File: config.mk
export PLATFORM = sky130hd
export DESIGN_NAME = fit_policy_block_allocator
export DESIGN_NICKNAME = d
export VERILOG_FILES = /design/src/rtl/fpba_pkg.sv /design/src/rtl/fpba_cell.sv /design/src/rtl/fit_policy_block_allocator.sv
export SDC_FILE = /design/constraint.sdc
export NUM_CORES = 2
export LEC_CHECK = 0
export BUFFER_PORTS_ARGS = -buffer_cell sky130_fd_sc_hd__buf_4
export CAP_MARGIN = 20
export CORE_UTILIZATION = 34
export CTS_BUF_LIST = sky130_fd_sc_hd__clkbuf_8
export CTS_CLUSTER_DIAMETER = 40
export CTS_CLUSTER_SIZE = 10
export DETAILED_ROUTE_END_ITERATION = 7
export GPL_ROUTABILITY_DRIVEN = 0
export GPL_TIMING_DRIVEN = 0
export PLACE_DENSITY = 0.62
export SETUP_SLACK_MARGIN = 0.15
export SLEW_MARGIN = 5
export SYNTH_ARGS = -nofsm -noshare
export SYNTH_HDL_FRONTEND = slang
export SYNTH_HIERARCHICAL = 1
export SYNTH_SLANG_ARGS = --single-unit
File: constraint.sdc
create_clock -name clk_i -period 3.85 [get_ports clk_i]
set_clock_uncertainty 0.15 [all_clocks]
set_input_delay 0.5775 -clock clk_i [delete_from_list [all_inputs] [get_ports clk_i]]
set_output_delay 0.5775 -clock clk_i [all_outputs]
set_load 0.02 [all_outputs]
File: src/rtl/fpba_pkg.sv
package fpba_pkg;

  localparam int unsigned MAX_BLOCKS_DEF  = 16;
  localparam int unsigned SIZE_BITS_DEF   = 16;
  localparam int unsigned ENTRY_IDX_W     = 4;
  localparam int unsigned SIZE_FIELD_W    = 16;
  localparam int unsigned BLOCK_IDX_W     = 4;
  localparam int unsigned FIT_MODE_W      = 2;
  localparam int unsigned BLOCK_COUNT_W   = 5;
  localparam int unsigned CFG_IDX_W       = 1;
  localparam int unsigned CFG_DATA_W      = 5;

  typedef enum logic [FIT_MODE_W-1:0] {
    FIT_FIRST = 2'd0,
    FIT_BEST  = 2'd1,
    FIT_WORST = 2'd2
  } fit_mode_e;

  typedef enum logic {
    CMD_LOAD  = 1'b0,
    CMD_ALLOC = 1'b1
  } cmd_e;

  typedef enum logic [CFG_IDX_W-1:0] {
    REG_FIT_MODE    = 1'b0,
    REG_BLOCK_COUNT = 1'b1
  } cfg_reg_e;

  typedef struct packed {
    logic                    command;
    logic [ENTRY_IDX_W-1:0]  entry_index;
    logic [SIZE_FIELD_W-1:0] size_value;
    logic                    end_of_run;
  } req_t;

  typedef struct packed {
    logic                   granted;
    logic [BLOCK_IDX_W-1:0] block_index;
  } res_t;

  typedef struct packed {
    logic valid;
    logic found;
  } probe_ctl_t;

  typedef struct packed {
    logic load;
    logic sub;
    logic restore;
  } cell_ctl_t;

endpackage

File: src/rtl/fpba_cell.sv
module fpba_cell #(
  parameter int unsigned SizeBits = 16,
  parameter int unsigned IdxW     = 4,
  parameter int unsigned CellIdx  = 0
) (
  input  logic                             clk_i,
  input  logic                             rst_ni,
  input  logic                             in_use_i,
  input  logic [fpba_pkg::FIT_MODE_W-1:0]  mode_i,
  input  fpba_pkg::cell_ctl_t              ctl_i,
  input  logic [fpba_pkg::ENTRY_IDX_W-1:0] load_idx_i,
  input  logic [IdxW-1:0]                  sub_idx_i,
  input  logic [SizeBits-1:0]              data_i,
  input  fpba_pkg::probe_ctl_t             probe_i,
  input  logic [IdxW-1:0]                  idx_i,
  input  logic [SizeBits-1:0]              best_i,
  input  logic [SizeBits-1:0]              want_i,
  output fpba_pkg::probe_ctl_t             probe_o,
  output logic [IdxW-1:0]                  idx_o,
  output logic [SizeBits-1:0]              best_o,
  output logic [SizeBits-1:0]              want_o
);
  import fpba_pkg::*;

  localparam int unsigned CmpW = ((IdxW > ENTRY_IDX_W) ? IdxW : ENTRY_IDX_W) + 1;

  logic [SizeBits-1:0] orig_q, rem_q;
  probe_ctl_t          probe_q, probe_d;
  logic [IdxW-1:0]     idx_q, idx_d;
  logic [SizeBits-1:0] best_q, best_d, want_q;
  logic                fits, better, take, load_hit, sub_hit;

  always_comb begin
    fits = in_use_i && (rem_q >= want_i);
    case (mode_i)
      FIT_BEST:  better = rem_q < best_i;
      FIT_WORST: better = rem_q > best_i;
      default:   better = 1'b0;
    endcase
    take          = probe_i.valid && fits && (!probe_i.found || better);
    probe_d.valid = probe_i.valid;
    probe_d.found = probe_i.found | take;
    idx_d         = take ? IdxW'(CellIdx) : idx_i;
    best_d        = take ? rem_q : best_i;
  end

  assign load_hit = ctl_i.load && (CmpW'(load_idx_i) == CmpW'(CellIdx));
  assign sub_hit  = ctl_i.sub && (sub_idx_i == IdxW'(CellIdx));

  always_ff @(posedge clk_i or negedge rst_ni) begin
    if (!rst_ni) begin
      probe_q <= '0;
    end else begin
      probe_q <= probe_d;
    end
  end

  always_ff @(posedge clk_i) begin
    idx_q  <= idx_d;
    best_q <= best_d;
    want_q <= want_i;
    if (load_hit) begin
      orig_q <= data_i;
    end
    if (load_hit) begin
      rem_q <= data_i;
    end else if (ctl_i.restore) begin
      rem_q <= orig_q;
    end else if (sub_hit) begin
      rem_q <= rem_q - data_i;
    end
  end

  assign probe_o = probe_q;
  assign idx_o   = idx_q;
  assign best_o  = best_q;
  assign want_o  = want_q;

endmodule

File: src/rtl/fit_policy_block_allocator.sv
// result: done_o and res_o are registered from the last cell of the row once the probe has
// passed through every cell register; res_o is valid while done_o is high; loads give no result
// issue: no new request is taken until busy_o is low again, as the probe walks the row of
// cells one entry per cycle; loads are taken whenever busy_o is low
// reset: clears control, fit mode to first fit and block count to one; table entries hold
// no value until loaded; results are never held off by the receiver
module fit_policy_block_allocator #(
  parameter int unsigned MAX_BLOCKS = fpba_pkg::MAX_BLOCKS_DEF,
  parameter int unsigned SIZE_BITS  = fpba_pkg::SIZE_BITS_DEF
) (
  input  logic                            clk_i,
  input  logic                            rst_ni,
  input  logic                            cfg_we_i,
  input  logic [fpba_pkg::CFG_IDX_W-1:0]  cfg_idx_i,
  input  logic [fpba_pkg::CFG_DATA_W-1:0] cfg_wdata_i,
  input  logic                            start_i,
  input  fpba_pkg::req_t                  req_i,
  output logic                            busy_o,
  output logic                            done_o,
  output fpba_pkg::res_t                  res_o
);
  import fpba_pkg::*;

  localparam int unsigned IdxW = (MAX_BLOCKS > 1) ? $clog2(MAX_BLOCKS) : 1;
  localparam int unsigned CmpW = ((IdxW > BLOCK_COUNT_W) ? IdxW : BLOCK_COUNT_W) + 1;

  logic [FIT_MODE_W-1:0]    fit_mode_q;
  logic [BLOCK_COUNT_W-1:0] block_count_q;
  logic                     busy_q, busy_d, eor_q, done_q;
  res_t                     res_q, res_d;

  probe_ctl_t          probe [MAX_BLOCKS+1];
  logic [IdxW-1:0]     pidx  [MAX_BLOCKS+1];
  logic [SIZE_BITS-1:0] pbest [MAX_BLOCKS+1];
  logic [SIZE_BITS-1:0] pwant [MAX_BLOCKS+1];

  logic                 accept, req_go, load_go, last;
  cell_ctl_t            ctl;
  logic [SIZE_BITS-1:0] data_bus;

  assign accept  = start_i && !busy_q;
  assign req_go  = accept && (req_i.command == CMD_ALLOC);
  assign load_go = accept && (req_i.command == CMD_LOAD);
  assign last    = probe[MAX_BLOCKS].valid;

  assign probe[0].valid = req_go;
  assign probe[0].found = 1'b0;
  assign pidx[0]        = '0;
  assign pbest[0]       = '0;
  assign pwant[0]       = SIZE_BITS'(req_i.size_value);

  always_comb begin
    ctl.load    = load_go;
    ctl.sub     = last && probe[MAX_BLOCKS].found;
    ctl.restore = last && eor_q;
    data_bus    = last ? pwant[MAX_BLOCKS] : SIZE_BITS'(req_i.size_value);
    busy_d      = busy_q;
    if (req_go) begin
      busy_d = 1'b1;
    end else if (last) begin
      busy_d = 1'b0;
    end
    res_d.granted     = probe[MAX_BLOCKS].found;
    res_d.block_index = probe[MAX_BLOCKS].found ? BLOCK_IDX_W'(pidx[MAX_BLOCKS]) : '0;
  end

  for (genvar i = 0; i < MAX_BLOCKS; i++) begin : g_cell
    fpba_cell #(
      .SizeBits (SIZE_BITS),
      .IdxW     (IdxW),
      .CellIdx  (i)
    ) u_cell (
      .clk_i      (clk_i),
      .rst_ni     (rst_ni),
      .in_use_i   (CmpW'(block_count_q) > CmpW'(i)),
      .mode_i     (fit_mode_q),
      .ctl_i      (ctl),
      .load_idx_i (req_i.entry_index),
      .sub_idx_i  (pidx[MAX_BLOCKS]),
      .data_i     (data_bus),
      .probe_i    (probe[i]),
      .idx_i      (pidx[i]),
      .best_i     (pbest[i]),
      .want_i     (pwant[i]),
      .probe_o    (probe[i+1]),
      .idx_o      (pidx[i+1]),
      .best_o     (pbest[i+1]),
      .want_o     (pwant[i+1])
    );
  end

  always_ff @(posedge clk_i or negedge rst_ni) begin
    if (!rst_ni) begin
      fit_mode_q    <= FIT_FIRST;
      block_count_q <= BLOCK_COUNT_W'(1);
      busy_q        <= 1'b0;
      done_q        <= 1'b0;
    end else begin
      if (cfg_we_i && (cfg_idx_i == REG_FIT_MODE)) begin
        fit_mode_q <= cfg_wdata_i[FIT_MODE_W-1:0];
      end
      if (cfg_we_i && (cfg_idx_i == REG_BLOCK_COUNT)) begin
        block_count_q <= cfg_wdata_i[BLOCK_COUNT_W-1:0];
      end
      busy_q <= busy_d;
      done_q <= last;
    end
  end

  always_ff @(posedge clk_i) begin
    if (req_go) begin
      eor_q <= req_i.end_of_run;
    end
    if (last) begin
      res_q <= res_d;
    end
  end

  assign busy_o = busy_q;
  assign done_o = done_q;
  assign res_o  = res_q;

endmodule

# Word-level counts from Yosys, hierarchy flattened
# Index checks and enable logic that the tools add are counted.
# op_classes
n_addsub,16
mul,0
n_div,0
magnitude_cmp,62
eq_ne,32
shifts,0
n_mux,81
n_bitwise,17
reduce_logical,136
# op_table
op,count
16-bit 2-to-1 mux,63
16-bit >= comparator,16
16-bit subtractor,16
16-bit greater-than comparator,15
16-bit less-than comparator,15
1-bit logical AND,86
"4-bit equality test, second input constant",16
3-bit nonzero test,16
"5-bit by 4-bit greater-than comparator with 1-bit output, second input constant",8
"4-bit by 3-bit equality test with 1-bit output, second input constant",8
1-bit one-hot mux with 2 select lines,15
"5-bit by 3-bit greater-than comparator with 1-bit output, second input constant",4
"4-bit by 2-bit equality test with 1-bit output, second input constant",4
1-bit logical NOT,16
1-bit logical OR,15
1-bit OR,15
"5-bit by 1-bit greater-than comparator with 1-bit output, second input constant",2
"5-bit by 2-bit greater-than comparator with 1-bit output, second input constant",2
"4-bit by 1-bit equality test with 1-bit output, second input constant",2
4-bit logical NOT,2
1-bit 2-to-1 mux,3
"2-bit by 1-bit equality test with 1-bit output, second input constant",1
"2-bit equality test, second input constant",1
1-bit inverter,2
2-bit nonzero test,1
# totals
reg_bits,1115
latch_bits,0
ramBits,0
mem_bits_ro,0
out_inout_bits,7
memories,0

# Longest topological paths before layout
# depth
ltp_word,5
mapped_depth,13
depth_no_buf,10

# By module
# The synthesis kept the hierarchy.
# by_module_without_submodules
mod,instances,cells_each,area_each_um2,seq_area_each_um2
fpba_cell at g_cell[5].u_cell ...,2,381,3958.8,1731.7
fpba_cell at g_cell[0].u_cell,1,403,4108.9,1731.7
fpba_cell at g_cell[1].u_cell,1,403,4105.2,1731.7
fpba_cell at g_cell[8].u_cell,1,401,4095.2,1731.7
fpba_cell at g_cell[14].u_cell,1,403,4093.9,1731.7
fpba_cell at g_cell[10].u_cell,1,403,4086.4,1731.7
fpba_cell at g_cell[11].u_cell,1,402,4077.7,1731.7
fpba_cell at g_cell[15].u_cell,1,402,4073.9,1731.7
fpba_cell at g_cell[9].u_cell,1,389,3965.1,1731.7
fpba_cell at g_cell[2].u_cell,1,380,3961.3,1731.7
fpba_cell at g_cell[7].u_cell,1,379,3958.8,1731.7
fpba_cell at g_cell[4].u_cell,1,379,3955.0,1731.7
fpba_cell at g_cell[13].u_cell,1,381,3953.8,1731.7
fpba_cell at g_cell[3].u_cell,1,380,3953.8,1731.7
2 more rows,-,-,-,-

# Least setup slack after synthesis
# Ideal clock, no wire load.
# synth_path
path_kind,register to register
from,reg g_cell[15].u_cell.probe_q (netlist bit g_cell[15].u_cell/probe_o[1])
to,"reg g_cell[2].u_cell.rem_q[15], data pin"
setup_time_ns,0.137
arrival_time_ns,3.678
required_time_ns,3.563
path_slack_ns,-0.115
path_stages_with_launch,12
path_buffers,1
period_less_slack_ns,3.965
cell_sequence,dfrtp_1 > buf_6 > mux2_2 > inv_1 > ha_1 > nor2b_1 > o31ai_1 > o211ai_2 > a221o_1 > or4_4 > a311o_1 > nand4_1
# synth_between
elab_chain_len,5
elab_cells_between_ends,6
# synth_lines
item,line_no,source
start: declaration,fpba_cell.sv:28,"probe_ctl_t probe_q, probe_d;"
start signal: assignment,fpba_cell.sv:54,probe_q <= probe_d;
16-bit 2-to-1 mux,fit_policy_block_allocator.sv:56,data_bus = last ? pwant[MAX_BLOCKS] : SIZE_BITS'(req_i.size_value);
via data_bus[1],fit_policy_block_allocator.sv:39,logic [SIZE_BITS-1:0] data_bus;
16-bit subtractor,fpba_cell.sv:70,rem_q <= rem_q - data_i;
16-bit 2-to-1 mux,fpba_cell.sv:69,end else if (sub_hit) begin
16-bit 2-to-1 mux,fpba_cell.sv:67,end else if (ctl_i.restore) begin
16-bit 2-to-1 mux,fpba_cell.sv:65,if (load_hit) begin
end signal: assignment,fpba_cell.sv:66,rem_q <= data_i;
end signal: assignment,fpba_cell.sv:68,rem_q <= orig_q;
end signal: assignment,fpba_cell.sv:70,
end: declaration,fpba_cell.sv:27,"logic [SizeBits-1:0] orig_q, rem_q;"
# The timed path passes the listed nets, and every way through them passes these cells. The select of a mux whose other input is x is not followed.
# A chain may end at the register's enable or synchronous reset.

# Final worst setup path
# layout_path
from,reg g_cell[15].u_cell.probe_q (netlist bit g_cell[15].u_cell/probe_o[1])
to,"reg g_cell[12].u_cell.rem_q[12], data pin"
# layout_between
elab_chain_len,5
elab_cells_between_ends,6
# layout_lines
item,line_no
16-bit 2-to-1 mux,fit_policy_block_allocator.sv:56
16-bit subtractor,fpba_cell.sv:70
16-bit 2-to-1 mux,fpba_cell.sv:69
16-bit 2-to-1 mux,fpba_cell.sv:67
16-bit 2-to-1 mux *,fpba_cell.sv:65
end signal: assignment,fpba_cell.sv:66
end signal: assignment,fpba_cell.sv:68
end signal: assignment,fpba_cell.sv:70
end: declaration,fpba_cell.sv:27
# Mark *: on every way between the ends. The rest lies on a longest branch, timed or not. The select of a mux whose other input is x is not followed.

==> results.md <==
- Critical Path RT: 4.36 ns
- CP arrival: 4.24 ns
- Tcrit/Tclk final: 96.7%
- Final Util: 40.3%
- Core outline area: 188000 um^2
- GRT Total Usage: 21.6%
- Die footprint: 192000 um^2
- Synthesized area: 64700 um^2
- Clock transition at path regs: 0.09 ns
- Mapped Avg Cell Area: 10.3 um^2
- Crit path max-delay family: compound AO/OA/AOI/OAI gates
- Chip width: 438 um
- Area growth syn-to-layout: 17.4%
- PwrDens: 398 nW/um^2
- Core Rows: 159
- Routed WL: 227 mm
- Hold Vio Cnt, Final: 0
- Leakage: 33.2 nW
- F_max: 0.269 GHz
- Min Tclk post-route: 3.72 ns
- CP Capture Type: flip-flop
- Total grt overflow: 0
- Slew Limit Fails: 0
- Initial core utilization: 34.3%
- Antenna violations before repair: 25
- Number of vias per cell: 5.54
- Layout cells sized above 1: 16.2%
- Routed Antenna Nets: 0
- Worst-path fanout max: 8
- Drt first pass iters: 8
- Most frequent CP cell: buf_4
- Tot Pwr: 30.2 mW
- CTS Root Cell: clkbuf_8
- Routed WL per cell: 24.0 um
- Slew @ Worst Pin: 1.21 ns
- TritonCTS Sinks: 1119
- Pre-CTS WS: -0.894 ns
- Unrepaired setup endpoints after global routing: yes
- Cells after synthesis: 6296
- Relative slew slack: 19.1%
- Chip height: 438 um
- Crit path max-delay cell type: mux2_8
- Max Cap Violations: 0
- Hold crit path type: in2reg
- Crit-path max cell delay: 0.49 ns
- # IOs: 39
- Worst Setup Slack, final: 0.127 ns
- Crit path cell chain: buf_12 -> buf_4 -> buf_4 -> mux2_8 -> buf_4 -> fa_1 -> nor2b_1 -> o31a_1 -> o2111ai_1 -> a21oi_1 -> xor2_1 -> mux2i_1 -> a21oi_1
- First-pass GRT wire length: 311 mm
- Clk_lat worst skew: 0.95 ns
- Residual DRC count: 0
- CTS Buf Count: 185
- IO buf count: 38
- Status: completed
- Final setup viols: 0
- Synth Warn #: 6
- Largest net degree at the start of global routing: 42
- Post-layout nets: 7599
- DRT iter0 DRCs: 5817
- Max rail drop VDD: 0.315 mV
- Bufs on Longest Clock Path: 3
- DR vias: 52400
- Vias in the first global route: 49100
- Startpoint types: flip-flop
- CTS tree: yes
- Critical path type: reg2reg
- WP buf/inv: 4
- H-tree Lvls: 4
- DP HPWL: 138 mm
[where the power goes]
group	internal, mW	switching (mW)	total [mW]	leakage [nW]
sequential	13.1	0.468	13.5	9.89
combinational	2.01	2.75	4.76	21.0
clock	6.38	5.55	11.9	2.27
[cells in the final DEF (no fill, tap or decap), types with 39 or more instances in the layout]
cell / instances
a211oi_1: 122
a21boi_0: 39
a21o_1: 89
a21oi_1: 558
and2_1: 40
buf_4: 142
clkbuf_1: 73
clkbuf_8: 202
dfxtp_1: 556
edfxtp_1: 518
ha_1: 768
inv_1: 869
mux2_2: 148
mux2_4: 100
mux2i_1: 67
nand2_1: 230
nand2b_1: 86
nand3_1: 76
nand4_1: 136
nor2_1: 252
nor2b_1: 95
nor3_1: 59
nor3b_1: 43
o2111ai_1: 39
o211ai_1: 41
o21a_1: 49
o21ai_0: 286
xnor2_1: 83
xor2_1: 49
[routing by layer]
layer / wire, um / part of all wire (%) / GRT usage (%)
met1: 93400 / 41 / 29.3
met2: 97300 / 43 / 33.3
met3: 23000 / 10 / 3.82
met4: 13500 / 5.9 / 9.89
met5: 30 / 0.013 / 0
[through the flow]
step	cells	instance area, um^2	hold WS, ns	TNS [ns]
floorplan	6333	64800	0.132	0
global placement	8866	68200	0.183	-705.97
detailed placement	8895	68800	0.187	-62.10
CTS	9322	74200	0.0209	0
global route	9429	75900	0.0456	0
finish	9450	75900	0.101	0
[flip-flops by register name (all words and copies together) (netlist names)]
name	count
g_cell.u_cell/orig_q	256
g_cell.u_cell/rem_q	256
g_cell.u_cell/want_o	256
g_cell.u_cell/best_o	240
g_cell.u_cell/idx_o	64
g_cell.u_cell/probe_o	32
block_count_q	5
res_o	5
fit_mode_q	2
busy_o	1
done_o	1
eor_q	1
[final cells by class]
| type | instances | area (um^2) |
|---|---|---|
| well taps | 2495 | 3120 |
| flip-flops and latches | 1119 | 27800 |
| clock buffers | 200 | 2750 |
| fillers | 18000 | 112000 |
| clock inverters | 146 | 1440 |
| plain buffers | 183 | 1100 |
| multi-input cells | 4196 | 34000 |
| inverters | 862 | 3250 |
| repair buffers | 220 | 2420 |
| diodes | 29 | 72.6 |
[path summary, 6_finish.rpt]
kind	start	to	slack [ns]	cells after the start
setup / recovery	g_cell[15].u_cell/probe_o[1]	g_cell[12].u_cell/rem_q[12]	0.13	13
hold / removal	cfg_we_i	fit_mode_q[1]	0.10	3
setup reg to reg	g_cell[15].u_cell/probe_o[1]	g_cell[12].u_cell/rem_q[12]	0.13	13
hold reg to reg	g_cell[6].u_cell/want_o[11]	g_cell[7].u_cell/want_o[11]	0.19	0
max in group asynchronous	rst_ni	fit_mode_q[0]	2.70	2
min in group asynchronous	rst_ni	g_cell[4].u_cell/probe_o[0]	0.18	2
[tightest hold or removal path: cells and delay by family]
kind	cells	cell delay (ns)
mux	1	0.25
simple gates	1	0.20
buf+inv	1	0.11
[repair_timing]
action,4_1_cts,5_1_grt
setup buffers,38,83
hold buffers,26,0
hold endpoints to repair,65,0
gates resized for setup,29,136
pin swaps,10,88
endpoints found under the setup margin,318,109
cloned,17,16
No activity file was read; power rests on OpenSTA's default activity.
